## src/rtl/range_add_difference_array_macros.svh

```systemverilog
// Assertion macros shared by the range-add engine RTL.
// RAD_ASSERT checks a property on the rising clock edge, disabled while reset is high.
// RAD_ASSERT_NR checks a property on the rising clock edge with no reset qualifier.
`ifndef RANGE_ADD_DIFFERENCE_ARRAY_MACROS_SVH
`define RANGE_ADD_DIFFERENCE_ARRAY_MACROS_SVH
`ifndef SYNTHESIS
`define RAD_ASSERT(lbl, clk, rst, prop, msg) \
   lbl: assert property (@(posedge clk) disable iff (rst) prop) else $error(msg);
`define RAD_ASSERT_NR(lbl, clk, prop, msg) \
   lbl: assert property (@(posedge clk) prop) else $error(msg);
`else
`define RAD_ASSERT(lbl, clk, rst, prop, msg)
`define RAD_ASSERT_NR(lbl, clk, prop, msg)
`endif
`endif

```

## src/rtl/rad_pkg.sv

```systemverilog
// ---------------------------------------------------------------------------
// rad_pkg: shared types and constants of the range-add engine
// Field widths, command format passed from front to back, status group.
// ---------------------------------------------------------------------------
package rad_pkg;

   localparam int MAX_FLIGHTS_DEF  = 1024;
   localparam int MAX_BOOKINGS_DEF = 1024;

   localparam int IDX_W   = 11;   // index fields and count register
   localparam int SEATS_W = 16;
   localparam int TOTAL_W = 26;
   localparam int DELTA_W = 28;   // store entry
   localparam int SUM_W   = 27;   // running prefix sum
   localparam int SLOT_W  = 16;   // slot field, wide enough for the largest store

   localparam logic [IDX_W-1:0] FLIGHT_COUNT_RST = 11'd1024;

   localparam int QUEUE_DEPTH = 2;
   localparam int QPTR_W      = $clog2(QUEUE_DEPTH);
   localparam int QCNT_W      = $clog2(QUEUE_DEPTH + 1);

   typedef enum logic {
      OP_BOOK = 1'b0,
      OP_READ = 1'b1
   } op_type;

   typedef struct packed {
      op_type              op;
      logic [SLOT_W-1:0]   addr_a;   // booking start slot, or slot to read
      logic [SLOT_W-1:0]   addr_b;   // slot just past the range end
      logic                has_b;
      logic [SEATS_W-1:0]  amount;
      logic [IDX_W-1:0]    flight;
      logic                is_last;
      logic                dropped;
   } cmd_type;

   typedef struct packed {
      logic clearing;
   } status_type;

endpackage

```

## src/rtl/rad_front.sv

```systemverilog
// ---------------------------------------------------------------------------
// rad_front: item intake and classification
// Holds the count register, read position, booking tally and dropped flag;
// checks bookings, builds store commands and pushes them into the queue.
// ---------------------------------------------------------------------------
module rad_front #(
   parameter int MAX_FLIGHTS  = rad_pkg::MAX_FLIGHTS_DEF,
   parameter int MAX_BOOKINGS = rad_pkg::MAX_BOOKINGS_DEF
) (
   input  logic                        clock,
   input  logic                        reset,
   input  logic                        req_valid,
   output logic                        req_ready,
   input  logic                        req_mode,
   input  logic [rad_pkg::IDX_W-1:0]   req_first_flight,
   input  logic [rad_pkg::IDX_W-1:0]   req_last_flight,
   input  logic [rad_pkg::SEATS_W-1:0] req_seats,
   input  logic                        csr_valid,
   output logic                        csr_ready,
   input  logic [rad_pkg::IDX_W-1:0]   csr_flight_count,
   input  rad_pkg::status_type         back_status,
   input  logic                        q_ready,
   output logic                        q_push,
   output rad_pkg::cmd_type            q_data
);

   localparam int AW = $clog2(MAX_FLIGHTS);
   localparam int CW = ($clog2(MAX_FLIGHTS + 1) > rad_pkg::IDX_W) ?
                       $clog2(MAX_FLIGHTS + 1) : rad_pkg::IDX_W;
   localparam int TW = $clog2(MAX_BOOKINGS + 1);
   localparam logic MODE_READ = 1'b1;

   logic [rad_pkg::IDX_W-1:0] flight_count_ff, flight_count_in;
   logic [rad_pkg::IDX_W-1:0] read_index_ff, read_index_in;
   logic [TW-1:0]             tally_ff, tally_in;
   logic                      dropped_ff, dropped_in;

   logic [CW-1:0] max_f, fc, n, ri, idx, next_idx, first_w, last_w, rd_slot, first_slot;
   logic          book_ok, final_read, accept;

   assign csr_ready = 1'b1;
   assign req_ready = q_ready && !back_status.clearing;
   assign accept    = req_valid && req_ready;

   always_comb begin
      max_f      = CW'(MAX_FLIGHTS);
      fc         = CW'(flight_count_ff);
      if (fc == '0) begin
         n = CW'(1);
      end else if (fc > max_f) begin
         n = max_f;
      end else begin
         n = fc;
      end
      ri         = CW'(read_index_ff);
      idx        = (ri == '0 || ri > max_f) ? CW'(1) : ri;
      next_idx   = idx + CW'(1);
      rd_slot    = idx - CW'(1);
      final_read = (idx >= n);
      first_w    = CW'(req_first_flight);
      last_w     = CW'(req_last_flight);
      first_slot = first_w - CW'(1);
      book_ok    = (first_w != '0) && (first_w <= last_w) && (last_w <= n)
                   && (tally_ff < TW'(MAX_BOOKINGS))
                   && (read_index_ff == rad_pkg::IDX_W'(1));
   end

   always_comb begin
      q_data.amount  = req_seats;
      q_data.flight  = idx[rad_pkg::IDX_W-1:0];
      q_data.is_last = final_read;
      q_data.dropped = dropped_ff;
      if (req_mode == MODE_READ) begin
         q_data.op     = rad_pkg::OP_READ;
         q_data.addr_a = rad_pkg::SLOT_W'(rd_slot[AW-1:0]);
         q_data.addr_b = '0;
         q_data.has_b  = 1'b0;
      end else begin
         q_data.op     = rad_pkg::OP_BOOK;
         q_data.addr_a = rad_pkg::SLOT_W'(first_slot[AW-1:0]);
         q_data.addr_b = rad_pkg::SLOT_W'(last_w[AW-1:0]);
         q_data.has_b  = (last_w < n);
      end
      q_push = accept && ((req_mode == MODE_READ) || book_ok);
   end

   always_comb begin
      flight_count_in = csr_valid ? csr_flight_count : flight_count_ff;
      read_index_in   = read_index_ff;
      tally_in        = tally_ff;
      dropped_in      = dropped_ff;
      if (accept) begin
         if (req_mode == MODE_READ) begin
            if (final_read) begin
               // end of job: start over
               read_index_in = rad_pkg::IDX_W'(1);
               tally_in      = '0;
               dropped_in    = 1'b0;
            end else begin
               read_index_in = next_idx[rad_pkg::IDX_W-1:0];
            end
         end else if (book_ok) begin
            tally_in = tally_ff + 1'b1;
         end else begin
            dropped_in = 1'b1;
         end
      end
   end

   always_ff @(posedge clock) begin
      if (reset) begin
         flight_count_ff <= rad_pkg::FLIGHT_COUNT_RST;
         read_index_ff   <= rad_pkg::IDX_W'(1);
         tally_ff        <= '0;
         dropped_ff      <= 1'b0;
      end else begin
         flight_count_ff <= flight_count_in;
         read_index_ff   <= read_index_in;
         tally_ff        <= tally_in;
         dropped_ff      <= dropped_in;
      end
   end

endmodule

```

## config.mk

```make
export PLATFORM = sky130hd
export DESIGN_NAME = rad_front
export DESIGN_NICKNAME = d
export VERILOG_FILES = /design/src/rtl/range_add_difference_array_macros.svh /design/src/rtl/rad_pkg.sv /design/src/rtl/rad_front.sv
export SDC_FILE = /design/constraint.sdc
export NUM_CORES = 1
export LEC_CHECK = 0
export BUFFER_PORTS_ARGS = -buffer_cell sky130_fd_sc_hd__buf_2
export CAP_MARGIN = 20
export CORE_ASPECT_RATIO = 1.1
export CORE_MARGIN = 10
export CORE_UTILIZATION = 51
export DETAILED_ROUTE_END_ITERATION = 12
export PLACE_DENSITY_LB_ADDON = 0.05
export SYNTH_ARGS = -nofsm -noshare
export SYNTH_HDL_FRONTEND = slang
export SYNTH_SLANG_ARGS = --single-unit
```

## constraint.sdc

```tcl
create_clock -name clock -period 3.82 [get_ports clock]
set_input_delay 0.573 -clock clock [delete_from_list [all_inputs] [get_ports clock]]
set_output_delay 0.573 -clock clock [all_outputs]
set_load 0.005 [all_outputs]
```

==> run metrics <==
pwr/cell area=239 nW/um^2; status=finished clean; WL/cell=16.6 um; Slowest-stage cell, CP=or4_4; DR WL met2=4740 um; fin. max-slew vios=0; Avg Cell Area, Syn=7.40 sq um; Initial Util=52.7%; clk_lat worst skew=0.29 ns; final worst setup slack=0.177 ns; hold slack final=0.474 ns; Clk pwr share=29.4%; Placed Instances=567; clk root buf=clkbuf_8; grt total ovfl=0; register area share after synthesis=20.9%; Psw=0.277 mW; WP data required=3.25 ns; clk buf depth=2; Seq cells post-synth=34; pin count of the biggest net entering global routing=34; worst slew pin tran=0.648 ns; fin crit share=95.4%; hold_buf cts=0; mapped cell area=3260 sq um; Max Used Layer=met4; share of power burned in registers=42.9%; Worst VDD drop=0.135 mV; Hold Fails Final Rpt=0; Leakage=1.74 nW; met3 wire len=600 um; max cap viols=0; synth top area cells=dfxtp_1, ha_1, buf_4; Switching Share=32.0%; Worst Setup End Kind=primary output; Nets=586; Post-synth top cells=nor2_1, nand2_1, ha_1; Post-synth EDFFs=0; Routed Antenna Nets=0; HPWL after detailed placement=7840 um; gpl congestion=0.879; Worst Setup Slack post-DPL=0.393 ns; slowest stage delay, CP=0.57 ns; CTS sink count=34; die area=10000 sq um; chip width=96.3 um; IO buf count=76; P_int=0.590 mW; Global Route Usage Sum=18.8%; vias in the first global route=3148; Yosys top cell area share=20.9%; DRT Pass-1 Iters=5; wirelength, routed=9520 um; post-synth top area cell=dfxtp_1; Fmax achieved=274 MHz; Total Neg Setup Slack=0 ns; FFs w/ async S/R, synth=0%; critical path, cell by cell=or4_4 -> or4_4 -> nand3_2 -> inv_1 -> ha_1 -> nor2b_1 -> o21ai_0 -> a21o_1 -> a21oi_2 -> inv_1 -> buf_2; CTS clk-pin slew, worst paths=0.07 ns; Post-route DRC=0; Synth Flop Type=dfxtp_1; count of cell types in the netlist=57; synthesized instance count=441; worst-path maximum fanout=7; post-layout min period=3.64 ns; first-pass GRT wire length=15600 um; Slew headroom=56.8%; fin util=58.7%; Setup Viol. Count Final=0; post-route insts no fill=574; DR vias=3225; Metal-1 WL=4070 um; CTS Buf Count=5; CTS H-Tree Depth=2; initial antenna violation count=0; worst setup path class=flop to primary output; most common cell in the netlist=nor2_1; Antenna Diode Count=0; skew final=0.0109 ns; CTS tree=built; Post-CTS Setup Repair Bufs=0; RSZ-0062 raised after global routing=no; CP Launch Type=flop; area delta synth->final=11.3%; Ports=122; Resized cells post-CTS=0; HP Class=flop to flop; Initial DRC Count=98; Logic pwr share=27.7%; Rows=30; total core area=6190 sq um; Die Y=104 um; synth warn=0; Critical Path AT=3.07 ns; layout cell share with drive strength beyond 1=19.8%; vias per cell=5.62
==> stage by stage <==
stage / cell area (sq um) / power (mW)
finish: 3630 / 0.867
floorplan: 3310 / 0.552
global route: 3630 / 0.921
CTS: 3610 / 0.877
global placement: 3530 / 0.615
detailed placement: 3530 / 0.619
==> kinds of logic (layout without fill, tap and decap cells) <==
logic type	after synthesis	count (layout)	share of synthesized area (%)
and+or+nand+nor	175	175	26.1
buffers and inverters	77	119	12.6
adders and majority gates	36	36	13.8
xor gates and xnor gates	11	11	2.95
other	2	13	0.230
DFF	34	34	20.9
AOI/OAI and AO/OA	87	87	17.7
muxes	19	19	5.83
==> power by group through the flow <==
stage	Clock, mW	Sequential (mW)	Combinational, mW
floorplan	0	0.378	0.174
global placement	0	0.380	0.234
detailed placement	0	0.381	0.238
CTS	0.265	0.372	0.240
global route	0.276	0.374	0.271
finish	0.255	0.372	0.240
==> cells in the final DEF, fill, tap and decap left out, types with 4 or more instances in the layout <==
master      n
a211oi_1    4
a21o_1      4
a21oi_1    22
a31oi_1     4
buf_2      76
buf_4       6
clkbuf_8    5
conb_1     13
dfxtp_1    34
ha_1       35
inv_1      30
mux2i_1    19
nand2_1    46
nand3_1    11
nand4_1    13
nor2_1     50
nor2b_1    11
nor3_1     12
nor4_1      7
o2111ai_1   4
o211ai_1    6
o21ai_0    19
or3_1       4
xnor2_1     8
==> layer usage <==
metal  vias to the layer above  global-route usage (%)
li1                       1633                       -
met1                      1491                    23.6
met2                        90                    31.7
met3                        11                    3.83
met4                         0                    4.01
met5                         -                       0
==> sequential cells by signal (all words and copies together) (netlist names) <==
register and count:
dropped_ff 1, tally_ff 11, fc 11, read_index_ff 11
==> final timing paths <==
kind              depth (start not counted)                           from                         to  slack (ns)
hold / removal                            2      tally_ff[10]$_SDFFE_PP0P_  tally_ff[10]$_SDFFE_PP0P_        0.47
setup / recovery                         11  read_index_ff[2]$_SDFFE_PP0P_                  q_data[1]        0.18
setup reg to reg                         12  read_index_ff[2]$_SDFFE_PP0P_   tally_ff[4]$_SDFFE_PP0P_        0.45
hold reg to reg                           2      tally_ff[10]$_SDFFE_PP0P_  tally_ff[10]$_SDFFE_PP0P_        0.47
==> critical path: cells and delay by family, from the launching register on <==
family / cells / cell delay (ns)
flip-flops: 1 / 0.37
AND/OR/NAND/NOR: 4 / 1.28
buffers and inverters: 3 / 0.30
adder cells (fa/ha/maj): 1 / 0.29
AO/OA/AOI/OAI: 3 / 0.53
==> layout make-up <==
type,instances,area [sq um]
Tap cell,80,100
Inverter,30,113
Fill cell,645,2560
Timing Repair Buffer,82,425
Clock inverter,1,7.51
Sequential cell,34,681
Clock buffer,6,72.6
Multi-Input combinational cell,341,2230
Note: power is estimated with default switching activity, not from simulation.
