<file path="config.mk">
export PLATFORM = sky130hd
export DESIGN_NAME = rad_queue
export DESIGN_NICKNAME = d
export VERILOG_FILES = /design/src/rtl/rad_pkg.sv /design/src/rtl/rad_queue.sv
export VERILOG_INCLUDE_DIRS = /design/src /design/src/rtl
export SDC_FILE = /design/constraint.sdc
export NUM_CORES = 1
export LEC_CHECK = 0
export ABC_CLOCK_PERIOD_IN_PS = 9150
export BUFFER_PORTS_ARGS = -buffer_cell sky130_fd_sc_hd__buf_4
export CAP_MARGIN = 20
export CORE_UTILIZATION = 25
export CTS_CLUSTER_DIAMETER = 30
export CTS_CLUSTER_SIZE = 14
export DETAILED_ROUTE_END_ITERATION = 7
export SETUP_SLACK_MARGIN = 0.02
export SYNTH_ARGS = -nofsm -noshare
export SYNTH_HDL_FRONTEND = slang
export SYNTH_SLANG_ARGS = --single-unit
export TNS_END_PERCENT = 100
</file>
<file path="constraint.sdc">
create_clock -name clock -period 9.15 [get_ports clock]
set_input_delay 0.915 -clock clock [delete_from_list [all_inputs] [get_ports clock]]
set_output_delay 0.915 -clock clock [all_outputs]
set_load 0.01 [all_outputs]
</file>
<file path="src/rtl/range_add_difference_array_macros.svh">
// Assertion macros shared by the range-add engine RTL.
// RAD_ASSERT checks a property on the rising clock edge, disabled while reset is high.
// RAD_ASSERT_NR checks a property on the rising clock edge with no reset qualifier.
`ifndef RANGE_ADD_DIFFERENCE_ARRAY_MACROS_SVH
`define RANGE_ADD_DIFFERENCE_ARRAY_MACROS_SVH
`ifndef SYNTHESIS
`define RAD_ASSERT(lbl, clk, rst, prop, msg) \
   lbl: assert property (@(posedge clk) disable iff (rst) prop) else $error(msg);
`define RAD_ASSERT_NR(lbl, clk, prop, msg) \
   lbl: assert property (@(posedge clk) prop) else $error(msg);
`else
`define RAD_ASSERT(lbl, clk, rst, prop, msg)
`define RAD_ASSERT_NR(lbl, clk, prop, msg)
`endif
`endif

</file>
<file path="src/rtl/rad_pkg.sv">
// ---------------------------------------------------------------------------
// rad_pkg: shared types and constants of the range-add engine
// Field widths, command format passed from front to back, status group.
// ---------------------------------------------------------------------------
package rad_pkg;

   localparam int MAX_FLIGHTS_DEF  = 1024;
   localparam int MAX_BOOKINGS_DEF = 1024;

   localparam int IDX_W   = 11;   // index fields and count register
   localparam int SEATS_W = 16;
   localparam int TOTAL_W = 26;
   localparam int DELTA_W = 28;   // store entry
   localparam int SUM_W   = 27;   // running prefix sum
   localparam int SLOT_W  = 16;   // slot field, wide enough for the largest store

   localparam logic [IDX_W-1:0] FLIGHT_COUNT_RST = 11'd1024;

   localparam int QUEUE_DEPTH = 2;
   localparam int QPTR_W      = $clog2(QUEUE_DEPTH);
   localparam int QCNT_W      = $clog2(QUEUE_DEPTH + 1);

   typedef enum logic {
      OP_BOOK = 1'b0,
      OP_READ = 1'b1
   } op_type;

   typedef struct packed {
      op_type              op;
      logic [SLOT_W-1:0]   addr_a;   // booking start slot, or slot to read
      logic [SLOT_W-1:0]   addr_b;   // slot just past the range end
      logic                has_b;
      logic [SEATS_W-1:0]  amount;
      logic [IDX_W-1:0]    flight;
      logic                is_last;
      logic                dropped;
   } cmd_type;

   typedef struct packed {
      logic clearing;
   } status_type;

endpackage

</file>
<file path="src/rtl/rad_queue.sv">
// ---------------------------------------------------------------------------
// rad_queue: command queue between front and back
// Small register FIFO; push when not full, pop when not empty.
// ---------------------------------------------------------------------------
`include "range_add_difference_array_macros.svh"

module rad_queue (
   input  logic             clock,
   input  logic             reset,
   input  logic             push,
   input  rad_pkg::cmd_type push_data,
   output logic             push_ready,
   input  logic             pop,
   output logic             pop_valid,
   output rad_pkg::cmd_type pop_data
);

   rad_pkg::cmd_type                  entry_ff [rad_pkg::QUEUE_DEPTH];
   logic [rad_pkg::QPTR_W-1:0]        wr_ptr_ff, wr_ptr_in;
   logic [rad_pkg::QPTR_W-1:0]        rd_ptr_ff, rd_ptr_in;
   logic [rad_pkg::QCNT_W-1:0]        count_ff, count_in;

   assign push_ready = (count_ff != rad_pkg::QCNT_W'(rad_pkg::QUEUE_DEPTH));
   assign pop_valid  = (count_ff != '0);
   assign pop_data   = entry_ff[rd_ptr_ff];

   always_comb begin
      wr_ptr_in = push ? wr_ptr_ff + 1'b1 : wr_ptr_ff;
      rd_ptr_in = pop  ? rd_ptr_ff + 1'b1 : rd_ptr_ff;
      count_in  = count_ff;
      if (push && !pop) begin
         count_in = count_ff + 1'b1;
      end else if (pop && !push) begin
         count_in = count_ff - 1'b1;
      end
   end

   always_ff @(posedge clock) begin
      if (reset) begin
         wr_ptr_ff <= '0;
         rd_ptr_ff <= '0;
         count_ff  <= '0;
      end else begin
         wr_ptr_ff <= wr_ptr_in;
         rd_ptr_ff <= rd_ptr_in;
         count_ff  <= count_in;
      end
      if (push) begin
         entry_ff[wr_ptr_ff] <= push_data;
      end
   end

   `RAD_ASSERT(a_q_no_overflow, clock, reset, push |-> push_ready, "push into a full queue")
   `RAD_ASSERT(a_q_no_underflow, clock, reset, pop |-> pop_valid, "pop from an empty queue")
   `RAD_ASSERT(a_q_count_up, clock, reset, (push && !pop) |=> (count_ff == $past(count_ff) + 1'b1), "queue count did not advance on push")

endmodule

</file>
==> flow_metrics.py, run 1 <==
metrics = {
    "status": {
        "status": "completed",
    },
    "setup_path": {
        "arrival_ns": 1.96,
        "start_kind": "flop",
        "critical_path.top_delay_family": "flip-flops",
        "required_ns": 8.24,
        "critPathMaxFanout": 63,
        "cp_slowest_cell": "dfxtp_4",
        "end_kind": "output pin",
        "path_cells": "mux2_1 > buf_4",
        "path_class": "reg -> out",
        "worst-path-buf-inv": 1,
        "slowest_delay_ns": 0.95,
    },
    "worst_hold_path": {
        "holdCritPathClass": "reg -> reg",
    },
    "yosys": {
        "synth_cell_type_count": 17,
        "synth.area.top_cells": "edfxtp_1 79%, mux2_1 15%, dfxtp_1 2.1%",
        "syn_avg_cell_area_um2": 21.90,
        "synth_top_area_share": 0.7927,
        "yosysWarnings": 0,
        "synth_xor_area_frac": 0.007339,
        "yosysSeqAreaShare": 0.8136,
        "syn-cell-area_um2": 4773,
        "synthAdderAreaFrac": 0.002621,
        "synth_compound_area_frac": 0.002097,
        "syn_inst": 218,
        "ys_ff_latch": 131,
        "synthSimpleGateAreaFrac": 0.009699,
        "synth_top_family_by_area": "multiplexers",
        "synthMuxAreaShare": 0.1486,
        "mappedNetlistNets": 286,
        "yosys.area.top_type": "edfxtp_1",
    },
    "job": {
        "drv_cap": 0,
    },
    "floorplanning": {
        "die_w_um": 140.2,
        "io_pins": 132,
        "placeableCoreArea_um2": 18710,
        "core.rowCount": 50,
        "start_util": 0.2552,
        "die-area_um2": 19650,
        "dieHeight_um": 140.2,
    },
    "clock_tree": {
        "post_cts_resized": 0,
        "htreeDepth": 4,
        "cts_tree": "yes",
        "cts.sinks": 131,
        "cts_hold_buf": 0,
        "cts_setup_buffers": 0,
        "clk_pin_slew_ns": 0.06,
        "clockBufferDepth": 2,
        "cts_made_buffers": 17,
        "insertion_delay_ns": 0.41,
        "root_buffer": "clkbuf_16",
    },
    "global_route": {
        "overflow": 0,
        "grt_pass1_wl_um": 13940,
        "grt_start_max_net_pins": 64,
        "grt_usage": 0.09694,
        "grt_pass1_vias": 2674,
        "grt_antenna_before_repair": 0,
    },
    "sta": {
        "finalMaxSlewViolations": 0,
        "worst_slew_pin_slew_ns": 0.9303,
        "skew_ns": 0.01050,
        "rsz0062_at_grt": "no",
        "fin_crit_ns": 2.878,
        "finalSetupViolCount": 0,
        "finalSetupTns_ns": 0,
        "fmaxAchievable_mhz": 347.4,
        "slew-limit-headroom": 0.3798,
        "worst_hold_slack_ns": 0.5096,
        "finalCritPeriodShare": 0.3146,
        "finalWorstSetupSlack_ns": 6.272,
        "finalHoldViolCount": 0,
    },
    "placed_design": {
        "hpwl_um": 5569,
        "pre_cts_ws_ns": 6.563,
        "io_buffers": 131,
        "place.gp.congestion": 0.6598,
    },
    "layout": {
        "multi_input_area_um2": 823.3,
        "final-seq-area_um2": 3887,
        "final_cell_mix": "132 x buf_4, 126 x edfxtp_1, 63 x mux2_1, 17 x clkbuf_16, 7 x clkbuf_1",
        "drive_gt1_frac": 0.4267,
        "fillerInstances": 1760,
        "fin_nets": 430,
        "antennaDiodeCount": 0,
        "mostFrequentLayoutCell": "buf_4",
        "syn_to_final_growth_pct": 37.96,
    },
    "routing": {
        "wl_um": 9057,
        "remaining_drc_errors": 0,
        "wl_per_cell_um": 14.87,
        "vias": 2426,
        "antenna_left": 0,
        "drt_iter0_drc": 97,
        "drt-pass1-iter-count": 4,
        "vias_per_cell": 3.984,
    },
    "power": {
        "pwr_density_cell_nw_per_um2": 234.6,
        "power.leakage_uw": 0.002448,
        "power_uw": 1545,
        "ir_worst_vdd_mv": 0.1272,
    },
}
-- worst register-to-register path, delay by kind of cell (launching register included) --
| kind | cells | cell delay [ns] |
|---|---|---|
| simple gates | 1 | 0.39 |
| buf+inv | 1 | 0.68 |
| flops | 1 | 0.35 |
-- cell type report --
| class | instances | share of cell area |
|---|---|---|
| Tap cell | 234 | 0.04446 |
| Clock buffer | 26 | 0.07277 |
| Multi-Input combinational cell | 79 | 0.1250 |
| Clock inverter | 6 | 0.01634 |
| Inverter | 1 | 0.0005700 |
| Timing Repair Buffer | 132 | 0.1505 |
| Sequential cell | 131 | 0.5903 |
-- sequential cells by signal, indices dropped and copies added, names as in the netlist, named ones only --
register / count
entry_ff: 126
count_ff: 2
rd_ptr_ff: 1
wr_ptr_ff: 1
-- per-stage QoR --
stage	cells	util	area (µm²)
after floorplan	218	-	4773
after global placement	577	0.3207	5998
after detailed placement	577	0.3207	5998
after CTS	609	0.3520	6585
after global routing	609	0.3520	6585
final	609	0.3520	6585
-- metal layers --
metal	routed length (µm)	track usage	share of wire	up-vias
li1	-	-	-	1144
met5	0	0	0	-
met1	3956	0.1112	0.44	1181
met4	110	0.04222	0.012	0
met2	4381	0.1579	0.48	92
met3	608	0.04137	0.067	9
-- logic make-up after synthesis --
kind of cell / count (synthesis)
buf+inv: 8
fa+ha+maj: 1
xor+xnor: 4
simple gates: 9
compound gates: 2
mux: 63
flops: 131
-- Yosys cell counts (all sizes together) --
library cell and instances:
ha 1, dfxtp 5, xnor2 2, or3 1, inv 1, buf 7
xor2 2, nor2b 1, or2 1, mux2 63, a21oi 1, nor2 4
edfxtp 126, nand2b 1, and2 1, o21ai 1
-- worst paths after layout --
kind | from | to | slack (ns) | depth (start not counted)
worst max-delay path | flop | pop_data[15] | 6.27 | 2
worst min-delay path | count_ff[1] | count_ff[1] | 0.51 | 2
worst max register to register | wr_ptr_ff | entry_ff[0][42] | 7.32 | 2
worst min register to register | count_ff[1] | count_ff[1] | 0.51 | 2
-- power by group --
| group | internal [µW] | leakage [µW] | switching [µW] | total (µW) |
|---|---|---|---|---|
| clock | 442 | 0.000283 | 233 | 676 |
| sequential | 700 | 0.00122 | 19.6 | 720 |
| combinational | 81.6 | 0.000941 | 67.7 | 149 |
| total | 1220 | 0.00245 | 321 | 1540 |
Power figures use the tool's default switching activity.
==> run 2: changes to the inputs <==
--- a/config.mk
+++ b/config.mk
@@ -6,7 +6,8 @@
 export SDC_FILE = /design/constraint.sdc
 export NUM_CORES = 1
 export LEC_CHECK = 0
-export ABC_CLOCK_PERIOD_IN_PS = 9150
+export ABC_AREA = 1
+export ABC_CLOCK_PERIOD_IN_PS = 2700
 export BUFFER_PORTS_ARGS = -buffer_cell sky130_fd_sc_hd__buf_4
 export CAP_MARGIN = 20
 export CORE_UTILIZATION = 25
==> constraint.sdc (replaced) <==
create_clock -name clock -period 2.7 [get_ports clock]
set_input_delay 0.27 -clock clock [delete_from_list [all_inputs] [get_ports clock]]
set_output_delay 0.27 -clock clock [all_outputs]
set_load 0.01 [all_outputs]
==> flow_metrics.py, run 2 <==
metrics = {
    "routing": {
        "vias_per_cell": 3.835,
        "wl_per_cell_um": 14.75,
        "wl_um": 9663,
        "vias": 2512,
        "antenna_left": 0,
        "remaining_drc_errors": 0,
        "drt-pass1-iter-count": 4,
        "drt_iter0_drc": 103,
    },
    "yosys": {
        "async_flop_share": 0,
        "yosysWarnings": 0,
        "synth_top_area_share": 0.7454,
        "synth.area.top_cells": "edfxtp_1 75%, mux2_4 18%, buf_12 2.4%",
        "synth-main-ff-cell": "edfxtp_1",
        "ys_ff_latch": 131,
        "synthTopCellsByCount": "126 x edfxtp_1, 60 x mux2_4, 9 x inv_1",
        "yosysSeqAreaShare": 0.7651,
        "synth_cell_type_count": 16,
        "mappedNetlistNets": 297,
        "synth_edf_count": 126,
        "syn_avg_cell_area_um2": 22.17,
        "synth.most_common_cell": "edfxtp_1",
        "syn-cell-area_um2": 5076,
        "yosys.area.top_type": "edfxtp_1",
        "syn_inst": 229,
    },
    "layout": {
        "fin_nets": 445,
        "fin_cells": 655,
        "final_cell_mix": "132 x buf_4, 126 x edfxtp_1, 60 x mux2_4, 17 x clkbuf_16, 8 x inv_1",
        "top_register": "entry_ff",
        "syn_to_final_growth_pct": 36.43,
        "largestRegisters": "entry_ff x126, count_ff x2",
        "drive_gt1_frac": 0.5949,
        "largest_register_ff_count": 126,
        "antennaDiodeCount": 0,
        "fillerInstances": 1904,
        "mostFrequentLayoutCell": "buf_4",
    },
    "clock_tree": {
        "clockBufferDepth": 2,
        "cts_tree": "yes",
        "root_buffer": "clkbuf_16",
        "insertion_delay_ns": 0.40,
        "post_cts_resized": 0,
        "cts_setup_buffers": 0,
        "cts.sinks": 131,
        "cts_made_buffers": 17,
        "htreeDepth": 4,
        "cts_hold_buf": 0,
        "clk_pin_slew_ns": 0.06,
    },
    "sta": {
        "finalCritPeriodShare": 0.7401,
        "worst_slew_pin_slew_ns": 0.7244,
        "finalMaxSlewViolations": 0,
        "rsz0062_at_grt": "no",
        "fmaxAchievable_mhz": 500.4,
        "finalSetupViolCount": 0,
        "fin_crit_ns": 1.998,
        "skew_ns": 0.006064,
        "slew-limit-headroom": 0.5159,
        "finalSetupTns_ns": 0,
        "finalHoldViolCount": 0,
    },
    "floorplanning": {
        "die_w_um": 144.5,
        "placeableCoreArea_um2": 19650,
        "core.rowCount": 51,
        "io_pins": 132,
        "die-area_um2": 20880,
        "start_util": 0.2583,
        "dieHeight_um": 144.5,
    },
    "global_route": {
        "grt_busiest_layer": "met2",
        "grt_start_max_net_pins": 39,
        "grt_pass1_wl_um": 14120,
        "met1_usage": 0.1022,
        "grt_antenna_before_repair": 0,
        "grt_usage": 0.09425,
        "grt_util_met3": 0.03477,
        "grtUsageMet2": 0.1614,
        "grt_pass1_vias": 2680,
        "overflow": 0,
    },
    "setup_path": {
        "critPathMaxFanout": 26,
        "arrival_ns": 1.73,
        "required_ns": 2.43,
        "path_class": "reg -> out",
        "start_kind": "flop",
        "end_kind": "output pin",
    },
    "power": {
        "ir_worst_vdd_mv": 0.3934,
        "power.leakage_uw": 0.002716,
        "pwr_density_cell_nw_per_um2": 749.1,
    },
    "worst_hold_path": {
        "holdCritPathClass": "in -> reg",
    },
    "placed_design": {
        "dp.cells": 623,
        "place.gp.congestion": 0.6896,
        "hpwl_um": 6679,
        "io_buffers": 131,
    },
    "job": {
        "drv_cap": 0,
    },
    "status": {
        "status": "completed",
    },
}
[run 2: cell types whose count changed in the layout (fill, tap and decap cells not counted), sizes merged, moves of 2 or more]
cell	before	now
clkinv	2	7
clkinvlp	1	3
buf	132	136
nand2	0	7
inv	1	11
clkbuf	26	18
xor2	2	0
[run 2: critical path: stages, from the launching register on]
cell	delay [ns]
dfxtp_4	0.37
buf_4	0.43
mux2_4	0.35
buf_4	0.14
[run 2: kinds of logic (layout without fill, tap and decap cells)]
logic type / after synthesis / count (layout) / share of synthesized area
flip-flops: 131 / 131 / 0.7651
multiplexers: 63 / 63 / 0.1841
buffers and inverters: 16 / 177 / 0.03254
AND/OR/NAND/NOR: 15 / 15 / 0.01208
AO/OA/AOI/OAI: 2 / 2 / 0.001970
adder cells (fa/ha/maj): 1 / 1 / 0.002464
XOR/XNOR: 1 / 1 / 0.001726
[run 2: worst paths after layout]
kind	from	to	slack (ns)	cells past startpoint
max	flop	pop_data[19]	0.70	3
min	push_data[6]	entry_ff[1][6]	0.05	1
max reg2reg	wr_ptr_ff	entry_ff[1][37]	1.09	3
min reg2reg	rd_ptr_ff	rd_ptr_ff	0.52	2
[run 2: metrics by stage]
step | worst slack (ns) | hold WS [ns] | cell area, µm² | power, µW | util
finish | 0.7016 | 0.04712 | 6925 | 5188 | 0.3524
global route | 0.6276 | 0.02583 | 6925 | 5388 | 0.3524
CTS | 0.6648 | 0.02194 | 6925 | 5275 | 0.3524
detailed placement | 1.025 | 0.4581 | 6359 | 3074 | 0.3235
global placement | 1.070 | 0.4568 | 6359 | 3056 | 0.3235
floorplan | 0.3035 | 0.3424 | 5079 | 2787 | -
[run 2: layout make-up]
type | instances | area [µm²] | share of cell area
timing repair buffer | 136 | 1071 | 0.1547
sequential | 131 | 3887 | 0.5613
clock buffer | 18 | 429.2 | 0.06197
clock inverter | 14 | 137.6 | 0.01987
tap | 265 | 331.6 | 0.04788
inverter | 9 | 33.78 | 0.004878
multi-input combinational | 82 | 1035 | 0.1494
[run 2: power breakdown]
part           total [µW]  switching, µW  leakage [µW]  internal, µW
Sequential           2380           29.0       0.00122          2350
Combinational         632            271       0.00122           361
Clock                2170            823      0.000274          1350
[run 2: metal layers]
| layer | vias up | routed length, µm |
|---|---|---|
| li1 | 1182 | - |
| met1 | 1237 | 3942 |
| met2 | 84 | 4980 |
| met3 | 9 | 618 |
| met4 | 0 | 121 |
| met5 | - | 0 |
